File: config.mk
export PLATFORM = sky130hd
export DESIGN_NAME = sedenion_multiply_flat
export DESIGN_NICKNAME = d
export VERILOG_FILES = /design/src/rtl/sedm_pkg.sv /design/src/rtl/sedm_operand_if.sv /design/src/rtl/sedm_result_if.sv /design/src/rtl/sedm_ram.sv /design/src/rtl/sedenion_multiply.sv /design/src/flat_wrapper.sv
export SDC_FILE = /design/constraint.sdc
export NUM_CORES = 2
export LEC_CHECK = 0
export BUFFER_PORTS_ARGS = -buffer_cell sky130_fd_sc_hd__buf_2
export CAP_MARGIN = 20
export CORE_MARGIN = 3
export CORE_UTILIZATION = 68
export DETAILED_ROUTE_END_ITERATION = 8
export PLACE_DENSITY_LB_ADDON = 0.05
export SLEW_MARGIN = 10
export SYNTH_ARGS = -nofsm -noshare
export SYNTH_HDL_FRONTEND = slang
export SYNTH_HIERARCHICAL = 1
export SYNTH_SLANG_ARGS = --single-unit
File: constraint.sdc
create_clock -name clk -period 9.1 [get_ports clk]
set_input_delay 0.91 -clock clk [delete_from_list [all_inputs] [get_ports clk]]
set_output_delay 0.91 -clock clk [all_outputs]
set_load 0.01 [all_outputs]
File: src/rtl/sedm_pkg.sv
// ----------------------------------------------------------------------------
// sedm_pkg
// Sizes, beat types and the Cayley-Dickson sign rule of the sedenion multiplier
// ----------------------------------------------------------------------------
package sedm_pkg;

	localparam int DIMENSION       = 16;
	localparam int COMPONENT_WIDTH = 16;
	localparam int DIM_LOG         = $clog2(DIMENSION);
	localparam int ADDR_W          = (DIM_LOG > 0) ? DIM_LOG : 1;
	localparam int POS_W           = 4;
	localparam int PROD_W          = 36;

	typedef struct packed {
		logic [POS_W-1:0]                  position;
		logic signed [COMPONENT_WIDTH-1:0] left_component;
		logic signed [COMPONENT_WIDTH-1:0] right_component;
		logic                              final_load;
	} operand_beat_t;

	typedef struct packed {
		logic [POS_W-1:0]         out_position;
		logic signed [PROD_W-1:0] product_component;
		logic                     out_last;
	} result_beat_t;

	// sign of e_i * e_j, walked from the top halving level down
	function automatic logic cd_neg(input logic [ADDR_W-1:0] i, input logic [ADDR_W-1:0] j);
		logic [ADDR_W-1:0] a;
		logic [ADDR_W-1:0] b;
		logic [ADDR_W-1:0] t;
		logic [ADDR_W-1:0] msk;
		logic              n;
		a = i;
		b = j;
		n = 1'b0;
		for (int lvl = DIM_LOG - 1; lvl >= 0; lvl--) begin
			msk = ADDR_W'((1 << lvl) - 1);
			unique case ({a[lvl], b[lvl]})
				2'b00: begin
					a = a & msk;
					b = b & msk;
				end
				2'b01: begin
					t = a & msk;
					a = b & msk;
					b = t;
				end
				2'b10: begin
					n = n ^ ((b & msk) != '0);
					a = a & msk;
					b = b & msk;
				end
				default: begin
					n = n ^ ((b & msk) == '0);
					t = a & msk;
					a = b & msk;
					b = t;
				end
			endcase
		end
		return n;
	endfunction

endpackage

File: src/rtl/sedm_operand_if.sv
// ----------------------------------------------------------------------------
// sedm_operand_if
// Operand load channel: one component of each operand per beat
// ----------------------------------------------------------------------------
interface sedm_operand_if import sedm_pkg::*; ();
	logic          valid;
	logic          ready;
	operand_beat_t data;

	modport source (output valid, output data, input ready);
	modport sink   (input valid, input data, output ready);
endinterface

File: src/rtl/sedm_result_if.sv
// ----------------------------------------------------------------------------
// sedm_result_if
// Product channel: one product component per beat
// ----------------------------------------------------------------------------
interface sedm_result_if import sedm_pkg::*; ();
	logic         valid;
	logic         ready;
	result_beat_t data;

	modport source (output valid, output data, input ready);
	modport sink   (input valid, input data, output ready);
endinterface

File: src/rtl/sedm_ram.sv
// ----------------------------------------------------------------------------
// sedm_ram
// Generic single-write, single-read RAM with registered read data
// ----------------------------------------------------------------------------
module sedm_ram #(
	parameter int WIDTH = 16,
	parameter int DEPTH = 16
) (
	input  logic                                   clk,
	input  logic                                   wr_en,
	input  logic [((DEPTH > 1) ? $clog2(DEPTH) : 1)-1:0] wr_addr,
	input  logic [WIDTH-1:0]                       wr_data,
	input  logic                                   rd_en,
	input  logic [((DEPTH > 1) ? $clog2(DEPTH) : 1)-1:0] rd_addr,
	output logic [WIDTH-1:0]                       rd_data
);
	logic [WIDTH-1:0] mem [DEPTH];

	always_ff @(posedge clk) begin
		if (wr_en) begin
			mem[wr_addr] <= wr_data;
		end
		if (rd_en) begin
			rd_data <= mem[rd_addr];
		end
	end
endmodule

File: src/rtl/sedenion_multiply.sv
// ----------------------------------------------------------------------------
// sedenion_multiply
// Integer sedenion product by the Cayley-Dickson rule, one shared MAC
// ----------------------------------------------------------------------------
//  channel   dir  beat
//  operand   in   position, left_component, right_component, final_load
//  result    out  out_position, product_component, out_last
//
//  a load beat writes both operand stores
//  a beat with final_load starts 256 multiply-accumulates on one MAC, one a cycle unless
//  the result stalls, each through the read, multiply and accumulate stages in turn
//  loads are refused until the last product beat is in the output register
//  a stalled result freezes the whole MAC pipeline, reads included
//  arst_n clears control state only; the stores hold garbage until written
// ----------------------------------------------------------------------------
module sedenion_multiply import sedm_pkg::*; (
	input  logic           clk,
	input  logic           arst_n,
	sedm_operand_if.sink   operand,
	sedm_result_if.source  result
);
	typedef enum logic [2:0] {
		S_IDLE  = 3'b001,
		S_ISSUE = 3'b010,
		S_DRAIN = 3'b100
	} state_t;

	localparam logic [ADDR_W-1:0] IDX_MAX = ADDR_W'(DIMENSION - 1);

	state_t                            state_q;
	logic [ADDR_W-1:0]                 i_q;
	logic [ADDR_W-1:0]                 k_q;
	logic                              in_fire;
	logic                              wr_en;
	logic                              stall;
	logic                              load_out;

	logic                              valid_s1;
	logic                              neg_s1;
	logic                              first_s1;
	logic                              lastterm_s1;
	logic [ADDR_W-1:0]                 k_s1;
	logic signed [COMPONENT_WIDTH-1:0] l_rd;
	logic signed [COMPONENT_WIDTH-1:0] r_rd;
	logic signed [2*COMPONENT_WIDTH-1:0] mul;

	logic                              valid_s2;
	logic                              neg_s2;
	logic                              first_s2;
	logic                              lastterm_s2;
	logic [ADDR_W-1:0]                 k_s2;
	logic signed [PROD_W-1:0]          prod_s2;

	logic signed [PROD_W-1:0]          acc_q;
	logic signed [PROD_W-1:0]          term;
	logic signed [PROD_W-1:0]          sum;
	result_beat_t                      out_q;
	logic                              out_valid_q;

	assign in_fire  = operand.valid && operand.ready;
	assign wr_en    = in_fire && (int'(operand.data.position) < DIMENSION);
	assign stall    = out_valid_q && !result.ready;
	assign load_out = valid_s2 && lastterm_s2 && !stall;

	assign operand.ready = (state_q == S_IDLE);
	assign result.valid  = out_valid_q;
	assign result.data   = out_q;

	// operand stores
	sedm_ram #(.WIDTH(COMPONENT_WIDTH), .DEPTH(DIMENSION)) u_left_store (
		.clk     (clk),
		.wr_en   (wr_en),
		.wr_addr (operand.data.position[ADDR_W-1:0]),
		.wr_data (operand.data.left_component),
		.rd_en   (!stall),
		.rd_addr (i_q),
		.rd_data (l_rd)
	);

	sedm_ram #(.WIDTH(COMPONENT_WIDTH), .DEPTH(DIMENSION)) u_right_store (
		.clk     (clk),
		.wr_en   (wr_en),
		.wr_addr (operand.data.position[ADDR_W-1:0]),
		.wr_data (operand.data.right_component),
		.rd_en   (!stall),
		.rd_addr (i_q ^ k_q),
		.rd_data (r_rd)
	);

	// issue sequencer: k picks the product component, i walks the terms
	always_ff @(posedge clk or negedge arst_n) begin
		if (!arst_n) begin
			state_q <= S_IDLE;
			i_q     <= '0;
			k_q     <= '0;
		end else begin
			unique case (state_q)
				S_IDLE: begin
					if (in_fire && operand.data.final_load) begin
						state_q <= S_ISSUE;
						i_q     <= '0;
						k_q     <= '0;
					end
				end
				S_ISSUE: begin
					if (!stall) begin
						i_q <= i_q + 1'b1;
						if (i_q == IDX_MAX) begin
							k_q <= k_q + 1'b1;
							if (k_q == IDX_MAX) begin
								state_q <= S_DRAIN;
							end
						end
					end
				end
				default: begin
					if (load_out && k_s2 == IDX_MAX) begin
						state_q <= S_IDLE;
					end
				end
			endcase
		end
	end

	// read stage
	always_ff @(posedge clk or negedge arst_n) begin
		if (!arst_n) begin
			valid_s1 <= 1'b0;
		end else if (!stall) begin
			valid_s1 <= (state_q == S_ISSUE);
		end
	end

	always_ff @(posedge clk) begin
		if (!stall) begin
			neg_s1      <= cd_neg(i_q, i_q ^ k_q);
			first_s1    <= (i_q == '0);
			lastterm_s1 <= (i_q == IDX_MAX);
			k_s1        <= k_q;
		end
	end

	// multiply stage
	assign mul = l_rd * r_rd;

	always_ff @(posedge clk or negedge arst_n) begin
		if (!arst_n) begin
			valid_s2 <= 1'b0;
		end else if (!stall) begin
			valid_s2 <= valid_s1;
		end
	end

	always_ff @(posedge clk) begin
		if (!stall) begin
			prod_s2     <= PROD_W'(mul);
			neg_s2      <= neg_s1;
			first_s2    <= first_s1;
			lastterm_s2 <= lastterm_s1;
			k_s2        <= k_s1;
		end
	end

	// accumulate stage
	assign term = neg_s2 ? -prod_s2 : prod_s2;
	assign sum  = (first_s2 ? '0 : acc_q) + term;

	always_ff @(posedge clk) begin
		if (valid_s2 && !stall) begin
			acc_q <= sum;
		end
		if (load_out) begin
			out_q.out_position      <= POS_W'(k_s2);
			out_q.product_component <= sum;
			out_q.out_last          <= (k_s2 == IDX_MAX);
		end
	end

	always_ff @(posedge clk or negedge arst_n) begin
		if (!arst_n) begin
			out_valid_q <= 1'b0;
		end else if (load_out) begin
			out_valid_q <= 1'b1;
		end else if (result.ready) begin
			out_valid_q <= 1'b0;
		end
	end

	// checks
	a_idle_empty: assert property (@(posedge clk) disable iff (!arst_n)
		(state_q == S_IDLE) |-> (!valid_s1 && !valid_s2))
		else $error("pipeline busy while loads are taken");

	a_final_starts: assert property (@(posedge clk) disable iff (!arst_n)
		(in_fire && operand.data.final_load) |=> (state_q == S_ISSUE && i_q == '0))
		else $error("final load beat did not start the product");

	a_stall_holds: assert property (@(posedge clk) disable iff (!arst_n)
		(valid_s2 && stall) |=> ($stable(prod_s2) && $stable(acc_q) && valid_s2))
		else $error("mac pipeline moved under a stalled result");

	a_last_at_end: assert property (@(posedge clk) disable iff (!arst_n)
		(load_out && k_s2 == IDX_MAX) |=> (out_valid_q && out_q.out_last && state_q == S_IDLE))
		else $error("last product beat out of step with the sequencer");
endmodule
File: src/flat_wrapper.sv
// flat-port wrapper written by rule: the top's interface ports become plain ports
module sedenion_multiply_flat import sedm_pkg::*;
  (clk, arst_n, operand_valid, operand_data, operand_ready, result_valid, result_data, result_ready);
  sedm_operand_if operand_i ();
  sedm_result_if result_i ();
  input  logic clk;
  input  logic arst_n;
  input wire logic [$bits(operand_i.valid)-1:0] operand_valid;
  input wire logic [$bits(operand_i.data)-1:0] operand_data;
  output wire logic [$bits(operand_i.ready)-1:0] operand_ready;
  output wire logic [$bits(result_i.valid)-1:0] result_valid;
  output wire logic [$bits(result_i.data)-1:0] result_data;
  input wire logic [$bits(result_i.ready)-1:0] result_ready;
  assign operand_i.valid = operand_valid;
  assign operand_i.data = operand_data;
  assign operand_ready = operand_i.ready;
  assign result_valid = result_i.valid;
  assign result_data = result_i.data;
  assign result_i.ready = result_ready;
  sedenion_multiply u_core (.clk(clk), .arst_n(arst_n), .operand(operand_i), .result(result_i));
endmodule
==> flow_metrics.py <==
metrics = {
    "outcome": {
        "outcome": "finished clean",
    },
    "sta": {
        "fmax_mhz": 140,
        "skew_ps": 23.9,
        "period_minus_slack_ps": 7140,
        "slew_headroom_pct": 24.0,
        "setup_viol": 0,
        "finalHoldViolCount": 0,
        "setup_tns_ps": 0,
        "holdWs_ps": 204,
        "worst_pin_slew_ps": 1140,
        "drv_slew": 0,
        "rsz0062_at_grt": "false",
        "finalCritPeriodShare_pct": 78.4,
    },
    "yosys": {
        "syn_area_mm2": 0.0374,
        "synth_area_leaders": "edfxtp_1 53%, fa_1 14%, mux4_2 6.5%, ha_1 4.1%, inv_1 3.3%",
        "ys_dominant_reg_cell": "edfxtp_1",
        "synth_warnings": 6,
        "synth_edf_count": 667,
        "syn_inst": 2555,
        "synthTopCellsByCount": "667 x edfxtp_1, 325 x inv_1, 263 x fa_1",
        "synth_top_area_cell": "edfxtp_1",
        "synth_top_area_share_pct": 53.5,
        "async_flop_share_pct": 2.06,
        "synth.distinct_cells": 74,
        "yosysMostFrequentCell": "edfxtp_1",
        "synth.net_count": 2982,
        "avgSynthCellArea_um2": 14.7,
        "ys_seq_elements": 681,
        "yosysSeqAreaShare_pct": 54.4,
    },
    "grt": {
        "antenna_found_initial": 5,
        "grt_pass1_vias": 22700,
        "grt_max_degree": 81,
        "grt_usage_pct": 31.2,
        "grt_pass1_wl_um": 133000,
        "grt_overflow": 0,
    },
    "worst_setup_path": {
        "r2r_cells": 22,
        "crit_path_end_kind": "flop",
        "crit_fanout": 16,
        "cp.required_ps": 9440,
        "path_class": "reg2reg",
        "reg2reg_slack_ps": 1960,
        "worst-endpoint-arrival_ps": 7470,
        "critPathLaunchType": "flop",
    },
    "routing": {
        "vias_per_cell": 6.28,
        "first_iter_violations": 1956,
        "avgRoutedWirePerCell_um": 25.2,
        "vias": 21500,
        "routed_wl_um": 86000,
        "drc": 0,
        "first_pass_iters": 6,
        "ant_nets": 0,
    },
    "clock_network": {
        "root_buffer": "clkbuf_16",
        "cts_buffer_depth": 3,
        "cts_hold_buf": 0,
        "path_clk_slew_ps": 60,
        "post_cts_buffers": 0,
        "htree_levels": 3,
        "clock-sinks": 681,
        "cts_tree": "built",
        "cts_resized": 0,
        "clock_latency_ps": 600,
        "cts_buffers": 69,
    },
    "die": {
        "core_mm2": 0.0541,
        "start_util_pct": 69.2,
        "die_h_um": 241,
        "ios": 84,
        "dieArea_mm2": 0.0579,
        "die_w_um": 241,
        "fp-row-count": 85,
    },
    "placement": {
        "dp_cells": 3289,
        "io_buffers": 83,
        "globalplace.congestion": 0.916,
        "place_hpwl_um": 54900,
    },
    "power_and_ir_drop": {
        "ir_drop_v": 0.000249,
        "powerDensity_mw_per_mm2": 152,
        "leakage_nw": 15.8,
    },
    "finish": {
        "final_nets": 3092,
        "drive_above_1_share_pct": 13.5,
        "fin_cells": 3417,
        "syn_to_final_growth_pct": 9.40,
    },
    "worst_hold_path": {
        "hold_class": "in2async",
    },
    "run": {
        "max_cap_violations": 0,
    },
}
==> layer usage <==
metal / wire length, um / GRT usage (%) / vias up
li1: - / - / 9301
met1: 31500 / 41.2 / 11000
met3: 6750 / 5.17 / 228
met4: 3360 / 11.9 / 4
met5: 21 / 0 / -
met2: 44400 / 53.0 / 956
==> where the power goes <==
group          total (W)  switching, W  internal (W)
clock            0.00278       0.00120       0.00158
sequential       0.00343             0       0.00343
combinational  0.0000423     0.0000350    0.00000726
total            0.00625       0.00124       0.00501
==> cell families (layout without fill, tap and decap cells) <==
kind of cell             Yosys count  after routing  share of synthesized area, %
AO/OA/AOI/OAI                    273            273                          4.89
adder cells (fa/ha/maj)          386            386                          18.2
buffers and inverters            415            579                          4.40
AND/OR/NAND/NOR                  559            559                          7.56
flip-flops                       681            681                          54.4
other                              0              2                             0
multiplexers                     130            130                          7.96
XOR/XNOR                         111            111                          2.60
==> critical path: stages, from the launching register on <==
cell and delay, ps:
edfxtp_1 820, nand2_1 180, fa_1 590, inv_1 60, fa_1 500, inv_1 60
fa_1 530, inv_1 70, fa_1 400, fa_1 510, inv_1 50, fa_1 480
inv_1 40, ha_1 350, a31oi_1 230, nor2b_1 100, a211oi_1 260, o21ai_1 260
a211oi_1 550, nor2b_1 160, a2111oi_0 400, o21bai_1 130, xnor2_1 140
==> cells in the final DEF (no fill, tap or decap), types with 5 or more instances in the layout <==
cell type / n
mux4_1: 20
and2_1: 131
nand2b_1: 18
o21ai_0: 33
and3_1: 11
mux4_2: 108
clkbuf_1: 13
fa_1: 263
a21oi_1: 57
nor2b_1: 48
clkinv_1: 13
buf_4: 44
bufinv_16: 5
o21a_1: 5
xor2_1: 20
a21o_1: 17
nand3_1: 15
nor3_2: 8
nand4_1: 5
buf_2: 83
o21ai_1: 17
o21bai_1: 9
nor2_1: 70
clkbuf_16: 70
xnor2_1: 89
or3_1: 6
edfxtp_1: 667
ha_1: 123
o211ai_1: 5
a22oi_1: 66
nand2_1: 207
o31ai_1: 13
dfrtp_1: 11
a211oi_1: 9
inv_1: 324
nor3_1: 9
a221oi_1: 5
clkinv_2: 13
==> flip-flops by register name, indices dropped and copies added (netlist names), 3 cells and up <==
signal and flops:
u_core/u_left_store/mem 256, u_core/u_right_store/mem 256, u_core/k_s1 4, u_core/u_left_store/rd_data 16, u_core/result.data 41, u_core/i_q 4
u_core/acc_q 36, u_core/prod_s2 32, u_core/u_right_store/rd_data 16, u_core/state_q 3, u_core/k_s2 4, u_core/k_q 4
==> layout make-up <==
| class | count | area (um^2) |
|---|---|---|
| fill | 3270 | 13200 |
| clock inverter | 42 | 420 |
| clock buffer | 83 | 1800 |
| inverter | 326 | 1220 |
| sequential | 681 | 20400 |
| tap | 696 | 871 |
| antenna | 2 | 5.00 |
| multi-input combinational | 1459 | 15500 |
| timing repair buffer | 128 | 757 |
==> final timing paths <==
kind / start / end
max: u_core/u_right_store/rd_data[7]$_DFFE_PP_ / u_core/prod_s2[31]$_DFFE_PN_
min: arst_n / u_core/state_q[1]$_DFFE_PN0P_
max reg2reg: u_core/u_right_store/rd_data[7]$_DFFE_PP_ / u_core/prod_s2[31]$_DFFE_PN_
min reg2reg: u_core/k_s1[3]$_DFFE_PN_ / u_core/k_s2[3]$_DFFE_PN_
max in group asynchronous: arst_n / u_core/state_q[0]$_DFFE_PN1P_
min in group clk: u_core/k_s1[3]$_DFFE_PN_ / u_core/k_s2[3]$_DFFE_PN_
==> stage by stage <==
stage	setup WS, ps	power, W	cell area (um^2)	utilization (%)
2_1_floorplan	2950	0.00350	37400	-
3_3_place_gp	2320	0.00353	38700	71.5
3_5_place_dp	2050	0.00354	38700	71.5
4_1_cts	2030	0.00630	41000	75.7
5_1_grt	1650	0.00641	41000	75.7
6_report	1960	0.00625	41000	75.7
Power figures use the tool's default switching activity.
